**src/hdl/ssm_pkg.sv**
```systemverilog
`default_nettype none

package ssm_pkg;

  localparam int CHAR_W  = 8;
  localparam int RES_MAX = 3;
  localparam int CNT_W   = 2;
  localparam int IDX_W   = 2;

  localparam logic [CHAR_W-1:0] CH_NUL    = 8'h00;
  localparam logic [CHAR_W-1:0] CH_HASH   = 8'h23;
  localparam logic [CHAR_W-1:0] CH_SLASH  = 8'h2f;
  localparam logic [CHAR_W-1:0] CH_STAR   = 8'h2a;
  localparam logic [CHAR_W-1:0] CH_BSLASH = 8'h5c;
  localparam logic [CHAR_W-1:0] CH_LF     = 8'h0a;
  localparam logic [CHAR_W-1:0] CH_CR     = 8'h0d;
  localparam logic [CHAR_W-1:0] CH_TAB    = 8'h09;
  localparam logic [CHAR_W-1:0] CH_SPACE  = 8'h20;
  localparam logic [CHAR_W-1:0] CH_LPAREN = 8'h28;
  localparam logic [CHAR_W-1:0] CH_RPAREN = 8'h29;
  localparam logic [CHAR_W-1:0] CH_LBRACE = 8'h7b;
  localparam logic [CHAR_W-1:0] CH_RBRACE = 8'h7d;
  localparam logic [CHAR_W-1:0] CH_SEMI   = 8'h3b;
  localparam logic [CHAR_W-1:0] CH_COLON  = 8'h3a;
  localparam logic [CHAR_W-1:0] CH_EQUAL  = 8'h3d;
  localparam logic [CHAR_W-1:0] CH_APOS   = 8'h27;
  localparam logic [CHAR_W-1:0] CH_QUOTE  = 8'h22;

  typedef enum logic [5:0] {
    M_NORMAL = 6'b000001,
    M_AFTER  = 6'b000010,
    M_LINE   = 6'b000100,
    M_BLOCK  = 6'b001000,
    M_PRE    = 6'b010000,
    M_PCMT   = 6'b100000
  } mode_t;

  typedef struct packed {
    logic [CHAR_W-1:0] ch;
    logic              last;
  } res_t;

  function automatic logic is_line_break(input logic [CHAR_W-1:0] b);
    return (b == CH_LF) || (b == CH_CR);
  endfunction

  function automatic logic is_blank(input logic [CHAR_W-1:0] b);
    return (b == CH_SPACE) || (b == CH_TAB) || is_line_break(b);
  endfunction

  function automatic logic wants_space(input logic [CHAR_W-1:0] b);
    return !(b inside {CH_SPACE, CH_TAB, CH_LF, CH_CR, CH_LPAREN, CH_RPAREN,
                       CH_LBRACE, CH_RBRACE, CH_SEMI, CH_COLON, CH_EQUAL,
                       CH_APOS, CH_QUOTE});
  endfunction

endpackage

`default_nettype wire

```
**src/hdl/ssm_stream_if.sv**
```systemverilog
`default_nettype none

interface ssm_in_if import ssm_pkg::*; ();
  logic              valid;
  logic              ready;
  logic [CHAR_W-1:0] in_char;
  logic              in_end;

  modport source (output valid, output in_char, output in_end, input ready);
  modport sink   (input valid, input in_char, input in_end, output ready);
endinterface

interface ssm_out_if import ssm_pkg::*; ();
  logic              valid;
  logic              ready;
  logic [CHAR_W-1:0] out_char;
  logic              out_end;

  modport source (output valid, output out_char, output out_end, input ready);
  modport sink   (input valid, input out_char, input out_end, output ready);
endinterface

`default_nettype wire

```
**src/hdl/shader_source_minifier.sv**
```systemverilog
// results of a byte are registered and offered from the cycle after its input transfer
// throughput: one byte per cycle while each byte yields at most one result and the
//   output is ready; a byte yielding two or three results holds the input until
//   the three-entry result buffer drains to its last result
// reset: synchronous, clears scan mode, previous byte and held byte, empties result buffer
`default_nettype none

module shader_source_minifier import ssm_pkg::*; (
  input  logic       clk,
  input  logic       rst,
  ssm_in_if.sink     src,
  ssm_out_if.source  dst
);

  mode_t             mode;
  mode_t             mode_next;
  logic [CHAR_W-1:0] prev;
  logic [CHAR_W-1:0] held_char;
  logic              held_valid;
  logic [CHAR_W-1:0] held_char_next;
  logic              held_valid_next;

  res_t              res [RES_MAX];
  res_t              res_new [RES_MAX];
  logic [CNT_W-1:0]  cnt;
  logic [CNT_W-1:0]  cnt_new;

  logic [CHAR_W-1:0] c;
  logic              retract;
  logic [1:0]        n_emit;
  logic [CHAR_W-1:0] b1;
  logic [CHAR_W-1:0] b2;
  logic              hv_kept;
  logic              accept;
  logic              pop;

  assign c = src.in_char;

  // decode one source byte into retract and up to two emitted bytes
  always_comb begin
    retract   = 1'b0;
    n_emit    = 2'd0;
    b1        = c;
    b2        = CH_HASH;
    mode_next = mode;
    case (mode)
      M_LINE: begin
        if (is_line_break(c)) mode_next = M_NORMAL;
      end
      M_BLOCK: begin
        if (prev == CH_STAR && c == CH_SLASH) mode_next = M_AFTER;
      end
      M_PRE: begin
        if (is_line_break(c) && prev != CH_BSLASH) begin
          n_emit    = 2'd1;
          mode_next = M_NORMAL;
        end else if (c == CH_SLASH && prev == CH_SLASH) begin
          retract   = 1'b1;
          mode_next = M_PCMT;
        end else begin
          n_emit = 2'd1;
        end
      end
      M_PCMT: begin
        if (is_line_break(c)) begin
          n_emit    = 2'd1;
          mode_next = M_NORMAL;
        end
      end
      M_NORMAL, M_AFTER: begin
        mode_next = M_NORMAL;
        if (c == CH_HASH) begin
          mode_next = M_PRE;
          if (prev != CH_NUL && prev != CH_LF) begin
            n_emit = 2'd2;
            b1     = CH_LF;
          end else begin
            n_emit = 2'd1;
          end
        end else if (is_blank(c) && !wants_space(prev)) begin
          n_emit = 2'd0;
        end else if (is_blank(prev) && !wants_space(c)) begin
          retract = held_valid && is_blank(held_char);
          n_emit  = 2'd1;
        end else if (mode == M_NORMAL && prev == CH_SLASH && c == CH_SLASH) begin
          retract   = 1'b1;
          mode_next = M_LINE;
        end else if (mode == M_NORMAL && prev == CH_SLASH && c == CH_STAR) begin
          retract   = 1'b1;
          mode_next = M_BLOCK;
        end else begin
          n_emit = 2'd1;
        end
      end
      default: mode_next = M_NORMAL;
    endcase
  end

  // order the results of this byte: displaced held byte, inserted newline, final flush
  always_comb begin
    hv_kept         = held_valid && !retract;
    cnt_new         = '0;
    held_char_next  = held_char;
    held_valid_next = hv_kept;
    for (int i = 0; i < RES_MAX; i++) res_new[i] = '{ch: c, last: 1'b0};
    if (n_emit != 2'd0 && hv_kept) begin
      res_new[cnt_new[IDX_W-1:0]] = '{ch: held_char, last: 1'b0};
      cnt_new = cnt_new + 1'b1;
    end
    if (n_emit == 2'd2) begin
      res_new[cnt_new[IDX_W-1:0]] = '{ch: b1, last: 1'b0};
      cnt_new = cnt_new + 1'b1;
      held_char_next  = b2;
      held_valid_next = 1'b1;
    end else if (n_emit == 2'd1) begin
      held_char_next  = b1;
      held_valid_next = 1'b1;
    end
    if (src.in_end && held_valid_next) begin
      res_new[cnt_new[IDX_W-1:0]] = '{ch: held_char_next, last: 1'b1};
      cnt_new = cnt_new + 1'b1;
    end
  end

  // take a byte only when the buffer is empty by the end of this cycle
  assign pop       = dst.valid && dst.ready;
  assign src.ready = (cnt == '0) || (cnt == CNT_W'(1) && dst.ready);
  assign accept    = src.valid && src.ready;

  assign dst.valid    = (cnt != '0);
  assign dst.out_char = res[0].ch;
  assign dst.out_end  = res[0].last;

  always_ff @(posedge clk) begin
    if (rst) begin
      mode       <= M_NORMAL;
      prev       <= CH_NUL;
      held_char  <= CH_NUL;
      held_valid <= 1'b0;
      cnt        <= '0;
    end else if (accept) begin
      cnt <= cnt_new;
      if (src.in_end) begin
        mode       <= M_NORMAL;
        prev       <= CH_NUL;
        held_char  <= CH_NUL;
        held_valid <= 1'b0;
      end else begin
        mode       <= mode_next;
        prev       <= c;
        held_char  <= held_char_next;
        held_valid <= held_valid_next;
      end
    end else if (pop) begin
      cnt <= cnt - 1'b1;
    end
  end

  always_ff @(posedge clk) begin
    if (accept) begin
      res <= res_new;
    end else if (pop) begin
      for (int i = 0; i < RES_MAX - 1; i++) res[i] <= res[i+1];
    end
  end

endmodule

`default_nettype wire

```
**src/flat_wrapper.sv**
```systemverilog
// flat-port wrapper written by rule: the top's interface ports become plain ports
module shader_source_minifier_flat import ssm_pkg::*;
  (clk, rst, src_valid, src_in_char, src_in_end, src_ready, dst_valid, dst_out_char, dst_out_end, dst_ready);
  ssm_in_if src_i ();
  ssm_out_if dst_i ();
  input  logic clk;
  input  logic rst;
  input wire logic [$bits(src_i.valid)-1:0] src_valid;
  input wire logic [$bits(src_i.in_char)-1:0] src_in_char;
  input wire logic [$bits(src_i.in_end)-1:0] src_in_end;
  output wire logic [$bits(src_i.ready)-1:0] src_ready;
  output wire logic [$bits(dst_i.valid)-1:0] dst_valid;
  output wire logic [$bits(dst_i.out_char)-1:0] dst_out_char;
  output wire logic [$bits(dst_i.out_end)-1:0] dst_out_end;
  input wire logic [$bits(dst_i.ready)-1:0] dst_ready;
  assign src_i.valid = src_valid;
  assign src_i.in_char = src_in_char;
  assign src_i.in_end = src_in_end;
  assign src_ready = src_i.ready;
  assign dst_valid = dst_i.valid;
  assign dst_out_char = dst_i.out_char;
  assign dst_out_end = dst_i.out_end;
  assign dst_i.ready = dst_ready;
  shader_source_minifier u_core (.clk(clk), .rst(rst), .src(src_i), .dst(dst_i));
endmodule
```
**config.mk**
```make
export PLATFORM = sky130hd
export DESIGN_NAME = shader_source_minifier_flat
export DESIGN_NICKNAME = d
export VERILOG_FILES = /design/src/hdl/ssm_pkg.sv /design/src/hdl/ssm_stream_if.sv /design/src/hdl/shader_source_minifier.sv /design/src/flat_wrapper.sv
export SDC_FILE = /design/constraint.sdc
export NUM_CORES = 1
export LEC_CHECK = 0
export ABC_AREA = 1
export ABC_CLOCK_PERIOD_IN_PS = 4000
export BUFFER_PORTS_ARGS = -buffer_cell sky130_fd_sc_hd__buf_2
export CORE_ASPECT_RATIO = 0.75
export CORE_MARGIN = 4
export CORE_UTILIZATION = 35
export CTS_CLUSTER_SIZE = 24
export DETAILED_ROUTE_END_ITERATION = 16
export GPL_TIMING_DRIVEN = 0
export PLACE_DENSITY = 0.62
export SLEW_MARGIN = 20
export SYNTH_ARGS = -nofsm -noshare
export SYNTH_HDL_FRONTEND = slang
export SYNTH_SLANG_ARGS = --single-unit
```
**constraint.sdc**
```tcl
create_clock -name clk -period 4 [get_ports clk]
set_clock_uncertainty 0.2 [all_clocks]
set_input_delay 0 -clock clk [delete_from_list [all_inputs] [get_ports clk]]
set_output_delay 0 -clock clk [all_outputs]
set_load 0.05 [all_outputs]
```
==> results.toml <==
[synth]
synth_ff_type = "edfxtp_1"
muxShareOfSynthArea = 0
synth_top_family_by_area = "simple AND/OR/NAND/NOR gates"
seq_area_frac_synth = 0.363
synth.cell_area_um2 = 3610
synth_edf_count = 27
synth_xor_area_frac = 0
synth_cells = 524
yosys-top-cells-area = "edfxtp_1, nand2_1, dfxtp_1, nand3_1, inv_1"
synthDominantCellAreaShare = 0.225
ys_async_sr_fraction = 0
synth_common_cells = "nand2_1, inv_1, nand3_1, nor2_1, edfxtp_1"
synth_simple_gate_area_frac = 0.415
yosysWarnings = 0
syn_nets = 542
synth.distinct_cells = 39
synthAdderAreaFrac = 0.0173
synth_most_common_cell = "nand2_1"
syn_area_per_cell_um2 = 6.89
synth.largest_area_cell = "edfxtp_1"
synth_compound_area_frac = 0.0867
ys_ff_latch = 52

[placed_design]
dp_hpwl_mm = 7.48
gp_congestion = 0.935
place_inst = 674
portBuffers = 18

[layout]
antenna_cells = 0
layoutNonFillerInstCount = 693
drive_gt1_frac = 0.162
area_growth_syn_to_layout_pct = 14.9
final_nets = 578

[die]
die_y_um = 95.9
rows = 31
initial_core_util = 0.366
core_um2 = 9850
fp.dieArea_um2 = 12000
die_w_um = 125
ioPinCount = 24

[grt]
grt_pass1_vias = 3308
grt_start_max_net_pins = 22
grt_antenna_before_repair = 0
grt_pass1_wl_mm = 16.7
grt_usage = 0.174
grt-ovfl-total = 0

[outcome]
status = "complete, no violations"

[sta]
hold_viol = 0
relSlewSlack = 0.325
rsz0062_at_grt = "false"
tns_ns = 0
max_freq_mhz = 288
worst_pin_slew_ns = 1.01
min_period_ns = 3.48
setup_viol = 0
fin_crit_sh = 0.869
slew_viol_final = 0

[clock_network]
cts-root-buf = "clkbuf_16"
clk_path_buf_depth = 2
post_cts_resized = 0
cts_tree = "built"
clkTransAtPathRegs_ns = 0.08
clk_latency_ns = 0.30
numCtsBuffers = 5
cts_max_level = 2
clock_sinks = 52

[min_path]
hold_path_class = "in -> reg"

[job]
maxCapViolations = 0

[critical_path]
crit_fanout = 10
required_ns = 3.96
critPathKind = "in -> reg"
end_kind = "register"
worstPathArrival_ns = 3.44
startpoint_type = "input port"

[route]
viasPerCell = 5.00
drtAntennaViolNets = 0
post_drt_wl_per_cell_um = 14.3
drt_iter0_markers = 343
drt_wl_total_mm = 9.89
dr.pass1.iters = 5
vias = 3466
drc_errors = 0

[power]
ir_worst_vdd_uv = 570
power_density_nw_per_um2 = 657
p_leak_nw = 1.88
==> cells by family after synthesis <==
family,Yosys count
AO/OA/AOI/OAI,53
adder cells (fa/ha/maj),5
buffers and inverters,95
flip-flops,52
AND/OR/NAND/NOR,319
==> worst max-delay path: stages <==
cell,delay [ns]
dlygate4sd3_1,0.54
buf_2,0.18
nor2_2,0.18
nand3_1,0.15
nor3_1,0.25
nand3_1,0.16
nand2_2,0.11
inv_2,0.05
nand3_4,0.13
nand3_1,0.08
nand3_1,0.11
buf_2,0.25
ha_1,0.17
clkbuf_1,0.38
nand3_2,0.35
nand2_1,0.15
nand3_1,0.10
nand2_1,0.10
==> per-layer routing <==
layer	wire, um	GRT usage	share of wire
met4	115	0.0397	0.012
met3	724	0.0338	0.073
met2	4090	0.267	0.41
met1	4960	0.255	0.50
met5	0	0	0
==> worst paths after layout <==
| path | from | endpoint | slack (ns) | cells past startpoint |
|---|---|---|---|---|
| hold / removal | src_valid | u_core.held_char[4] | 0.09 | 5 |
| hold reg to reg | u_core.held_valid | u_core.held_valid | 0.27 | 2 |
| setup / recovery | src_in_char[7] | u_core.dst.out_char[0] | 0.52 | 18 |
| setup reg to reg | u_core.mode[5] | u_core.dst.out_char[0] | 0.61 | 16 |
==> cell usage in the layout, fill, tap and decap left out, types with 2 or more instances in the layout <==
| cell type | instances |
|---|---|
| inv_2 | 13 |
| nor2_2 | 4 |
| dlygate4sd3_1 | 11 |
| nor3_1 | 8 |
| nand3_1 | 53 |
| nand2_4 | 2 |
| clkbuf_1 | 11 |
| clkinv_4 | 2 |
| inv_4 | 2 |
| nand2_2 | 7 |
| nand3b_1 | 2 |
| ha_1 | 5 |
| nand2_1 | 172 |
| nand3_4 | 3 |
| o21ai_2 | 8 |
| nand3_2 | 4 |
| nor2_1 | 42 |
| o21ai_0 | 11 |
| clkbuf_16 | 5 |
| dfxtp_1 | 25 |
| nand4_1 | 13 |
| buf_4 | 11 |
| inv_1 | 53 |
| a211oi_1 | 2 |
| buf_2 | 20 |
| edfxtp_1 | 27 |
| nor2_4 | 4 |
| a21oi_1 | 26 |
==> sequential cells by signal (all words and copies together), names as in the netlist <==
signal,flops
u_core.dst.out_end,1
u_core.dst.out_char,8
u_core.cnt,2
u_core.held_valid,1
u_core.res,18
u_core.held_char,8
u_core.prev,8
u_core.mode,6
==> power by group <==
part | switching (mW) | internal (mW) | leakage [nW]
logic | 0.983 | 0.383 | 1.33
clock network | 0.206 | 0.298 | 0.0840
registers | 0.0698 | 0.787 | 0.466
==> area by class of cell <==
type                    instances  area [um^2]
fillers                      1033         5710
multi-input cells             377         1870
flip-flops and latches         52         1310
inverters                      69          264
repair buffers                 29          200
well taps                     132          165
plain buffers                  26          160
clock buffers                   5          125
clock inverters                 3         47.5
==> metrics by stage <==
| step | util | instance area, um^2 | total power [mW] | hold WS [ns] | setup slack [ns] |
|---|---|---|---|---|---|
| floorplan | - | 3610 | 1.90 | -0.122 | 1.25 |
| global placement | 0.392 | 3860 | 2.19 | 0.0246 | 0.752 |
| detailed placement | 0.392 | 3860 | 2.22 | 0.0287 | 0.681 |
| CTS | 0.421 | 4150 | 2.74 | 0.0874 | 0.592 |
| global route | 0.421 | 4150 | 2.94 | 0.180 | 0.221 |
| finish | 0.421 | 4150 | 2.73 | 0.0938 | 0.524 |
==> timing repair <==
action                    CTS  global route
hold endpoints to repair   24             0
hold buffers               11             0
buffers inserted            0             0
No activity file was read; power rests on OpenSTA's default activity.
